[src/hdl/hfe_pkg.sv]
// Shared types and constants for the histogram fill engine.
// Used by the channel interfaces, the controller, the datapath and the top level.
package hfe_pkg;

  localparam int SAMPLE_W   = 16;
  localparam int BINSEL_W   = 8;
  localparam int BCNT_W     = 9;
  localparam int CNT_W      = 32;
  localparam int SUM_W      = 49;
  localparam int SQ_W       = 63;
  localparam int STATUS_W   = 3;
  localparam int CFG_IDX_W  = 2;
  localparam int CFG_DATA_W = 16;
  localparam int DIV_STEPS  = 9;
  localparam int DIV_CNT_W  = 4;
  localparam int MUL_W      = SAMPLE_W + BCNT_W;

  localparam logic [CFG_IDX_W-1:0] CFG_LOW_EDGE  = 2'd0;
  localparam logic [CFG_IDX_W-1:0] CFG_HIGH_EDGE = 2'd1;
  localparam logic [CFG_IDX_W-1:0] CFG_BIN_COUNT = 2'd2;

  localparam logic [CNT_W-1:0] CNT_MAX = '1;

  typedef enum logic [STATUS_W-1:0] {
    STAT_FILLED  = 3'd0,
    STAT_UNDER   = 3'd1,
    STAT_OVER    = 3'd2,
    STAT_READ    = 3'd3,
    STAT_INVALID = 3'd4
  } hfe_status_t;

  typedef enum logic [2:0] {
    S_CLEAR,
    S_IDLE,
    S_CLASS,
    S_MUL,
    S_DIV,
    S_READ,
    S_COMMIT
  } hfe_state_t;

  typedef struct packed {
    logic clear;
    logic load;
    logic classify;
    logic mul;
    logic div_step;
    logic rd;
    logic commit;
  } hfe_cmd_t;

  typedef struct packed {
    logic        clr_last;
    logic        div_last;
    logic        out_free;
    hfe_status_t status;
  } hfe_sts_t;

endpackage

[src/hdl/hfe_ctrl.sv]
// Sequencer for the histogram fill engine: clear sweep, classify, divide, read, commit.
// Depends on hfe_pkg for the state, command and status types.
module hfe_ctrl import hfe_pkg::*; (
  input  logic     clk,
  input  logic     rst,
  input  logic     req_valid,
  output logic     req_ready,
  input  hfe_sts_t sts,
  output hfe_cmd_t cmd
);

  hfe_state_t state;
  hfe_state_t state_next;

  always_ff @(posedge clk) begin
    if (rst) begin
      state <= S_CLEAR;
    end else begin
      state <= state_next;
    end
  end

  always_comb begin
    state_next = state;
    cmd        = '0;
    req_ready  = 1'b0;
    case (state)
      S_CLEAR: begin
        cmd.clear = 1'b1;
        if (sts.clr_last) begin
          state_next = S_IDLE;
        end
      end
      S_IDLE: begin
        req_ready = 1'b1;
        cmd.load  = req_valid;
        if (req_valid) begin
          state_next = S_CLASS;
        end
      end
      S_CLASS: begin
        cmd.classify = 1'b1;
        state_next   = S_MUL;
      end
      S_MUL: begin
        cmd.mul = 1'b1;
        case (sts.status)
          STAT_FILLED: state_next = S_DIV;
          STAT_READ:   state_next = S_READ;
          default:     state_next = S_COMMIT;
        endcase
      end
      S_DIV: begin
        cmd.div_step = 1'b1;
        if (sts.div_last) begin
          state_next = S_READ;
        end
      end
      S_READ: begin
        cmd.rd     = 1'b1;
        state_next = S_COMMIT;
      end
      S_COMMIT: begin
        // Hold here until the output register can take the result.
        if (sts.out_free) begin
          cmd.commit = 1'b1;
          state_next = S_IDLE;
        end
      end
      default: begin
        state_next = S_CLEAR;
      end
    endcase
  end

endmodule

[config.mk]
export PLATFORM = sky130hd
export DESIGN_NAME = hfe_ctrl
export DESIGN_NICKNAME = d
export VERILOG_FILES = /design/src/hdl/hfe_pkg.sv /design/src/hdl/hfe_ctrl.sv
export SDC_FILE = /design/constraint.sdc
export NUM_CORES = 1
export LEC_CHECK = 0
export BUFFER_PORTS_ARGS = -buffer_cell sky130_fd_sc_hd__buf_2
export CORE_AREA = 2 2 39 41
export DETAILED_ROUTE_END_ITERATION = 6
export DIE_AREA = 0 0 41 43
export PLACE_DENSITY = 0.55
export SYNTH_ARGS = -nofsm -noshare
export SYNTH_HDL_FRONTEND = slang
export SYNTH_SLANG_ARGS = --single-unit
[constraint.sdc]
create_clock -name clk -period 1.75 [get_ports clk]
set_input_delay 0 -clock clk [delete_from_list [all_inputs] [get_ports clk]]
set_output_delay 0 -clock clk [all_outputs]
set_load 0.01 [all_outputs]
==> results.yml <==
clock_tree:
  cts.clk_slew.worst_paths_ns: 0.04
  cts_made_buffers: 3
  postCtsHoldBufs: 1
  cts_buffer_depth: 2
  cts.sinks: 3
  htreeDepth: 1
  clock_tree.root_cell: "clkbuf_4"
  post_cts.repair.setup_buffers: 0
  insertion_delay_ns: 0.23
  tritoncts: "built"
  cts.repair.resized: 0
power_and_ir_drop:
  internal-power_w: 0.000210
  p_clk_share_pct: 39.9
  powerDensity_nw_per_um2: 803
  p_switching_w: 0.0000998
  ir_worst_vdd_uv: 194
  swShare_pct: 32.3
  p_comb_share_pct: 28.6
  leakage_nw: 0.186
  p_seq_share_pct: 31.4
cells_and_area:
  post-route-util_pct: 27.8
  top_regs: "state x3"
  syn2layout_area_growth_pct: 42.6
  num_antenna_cells: 0
  fillers: 163
  nets: 65
  drive_gt1_share_pct: 36.4
  largest_register_ffs: 3
  top_register: "state"
worst_setup_path:
  path_delay_family: "simple AND/OR/NAND/NOR gates"
  crit_type: "reg2out"
  slowest_stage: "dfxtp_1"
  max_stage_delay_ns: 0.49
  endpoint_kind: "primary output"
  path_max_fanout: 10
  path_buf_inv: 1
  path_cells: "and2b_1, nor2b_1, and2_1, buf_2"
  worst-endpoint-required_ns: 1.75
  worstSetupStartpointType: "register"
  crit_arrival_ns: 1.40
timing:
  rsz0062_at_grt: "false"
  fin_crit_ns: 1.40
  setup_tns_ns: 0
  fin_skew_ns: 0.00244
  holdWs_ns: 0.0736
  fmax_mhz: 713
  hold_viol: 0
  finalCritPeriodShare_pct: 80.1
  worst_pin_slew_ns: 0.401
  slew_headroom_pct: 73.2
  setup_violations: 0
  slew_violations: 0
routing:
  route.met3.wl_um: 40
  viasPerCell: 4.38
  drtIter0Drc: 4
  top_layer_used: "met3"
  route.detailed.drc: 0
  postRouteAntennaNets: 0
  vias: 311
  met2_wirelength_um: 315
  routedWlPerCell_um: 8.96
  met1_length_um: 281
  drt-pass1-iter-count: 4
  routed_wl_um: 636
global_route:
  antenna_found_initial: 0
  grt_overflow: 0
  grt_max_degree: 17
  grt_pass1_vias: 268
  grt_pass1_wl_um: 1070
  grt_usage_pct: 9.22
logic_synthesis:
  yosysTopAreaCell: "dfxtp_1"
  avgSynthCellArea_um2: 7.30
  ys_types: 20
  ys_ff_latch: 3
  synth_edf_count: 0
  synth.most_common_cell: "nor2_1"
  async_reset_ff_share_pct: 0
  synth-main-ff-cell: "dfxtp_1"
  synth.top_cell.area_share_pct: 22.2
  synth_top_cells_by_area: "dfxtp_1 22%, nor2b_1 9.3%, a21oi_1 7.4%, nor2_1 6.9%, a22oi_2 4.6%"
  syn-num-nets: 46
  synthCells: 37
  synthTopCellsByCount: "5 x nor2_1, 4 x a21oi_1, 4 x nor2b_1"
  netlist_area_um2: 270
  yosys_warnings: 0
  seq_area_frac_synth_pct: 22.2
run_status:
  status: "complete, no violations"
hold_path:
  min_path_type: "in2reg"
placed_design:
  port_buffers: 16
  gp_congestion: 0.698
  dp_hpwl_um: 483
floorplanning:
  die_height_um: 43
  rows: 14
  design.core.area_um2: 1380
  die_area_um2: 1760
  initial_utilization_pct: 19.5
  io_pins: 17
  die_x_um: 41
flow_run:
  max_cap_violations: 0
worst reg2reg max path, stage by stage (launching register included):
cell      delay (ns)
dfxtp_1         0.55
or4b_1          0.49
a311oi_1        0.26
power groups by stage:
stage	Sequential [W]	Clock (W)	Combinational [W]
final	0.0000973	0.000124	0.0000886
after detailed placement	0.0000987	0	0.0000879
after global routing	0.000101	0.000137	0.0000998
after CTS	0.0000977	0.000130	0.0000899
after floorplan	0.0000818	0	0.0000760
after global placement	0.0000977	0	0.0000882
metrics by stage:
stage	total power, W	instances	setup slack, ns	instance area, µm²
after floorplan	0.000158	37	0.514	270
after global placement	0.000186	66	0.404	349
after detailed placement	0.000187	66	0.351	349
after CTS	0.000318	71	0.337	385
after global routing	0.000338	71	0.235	385
final	0.000309	71	0.348	385
final timing paths:
| check | endpoint | slack (ns) | cells past startpoint | startpoint |
|---|---|---|---|---|
| max | cmd[5] | 0.35 | 4 | state[2] |
| min | state[1] | 0.07 | 4 | sts[3] |
| max reg2reg | state[0] | 0.37 | 2 | state[1] |
| min reg2reg | state[2] | 0.65 | 2 | state[2] |
final cells by class:
type                    instances  area [µm²]  share of cell area (%)
multi-input cells              31         189                    49.0
well taps                      16        20.0                    5.19
flip-flops and latches          3        60.1                    15.6
repair buffers                 17        90.1                    23.4
clock buffers                   4        26.3                    6.82
per-layer routing:
metal	up-vias	global-route usage, %
met3	0	1.57
met4	0	10.0
li1	166	-
met5	-	0
met2	10	10.9
met1	135	12.5
kinds of logic after synthesis:
logic type / synth area share [%]
DFF: 22.2
and+or+nand+nor: 43.5
buffers and inverters: 7.87
AOI/OAI and AO/OA: 23.1
xor gates and xnor gates: 3.24
placed cells by master (no fill, tap or decap), drive strengths merged, types with 2 or more instances in the layout:
cell and instances:
buf 16, nor2 5, nor2b 4, a21oi 4
clkbuf 4, nand2 3, dfxtp 3, and2 2
nor3 2
No activity file was read; power rests on OpenSTA's default activity.
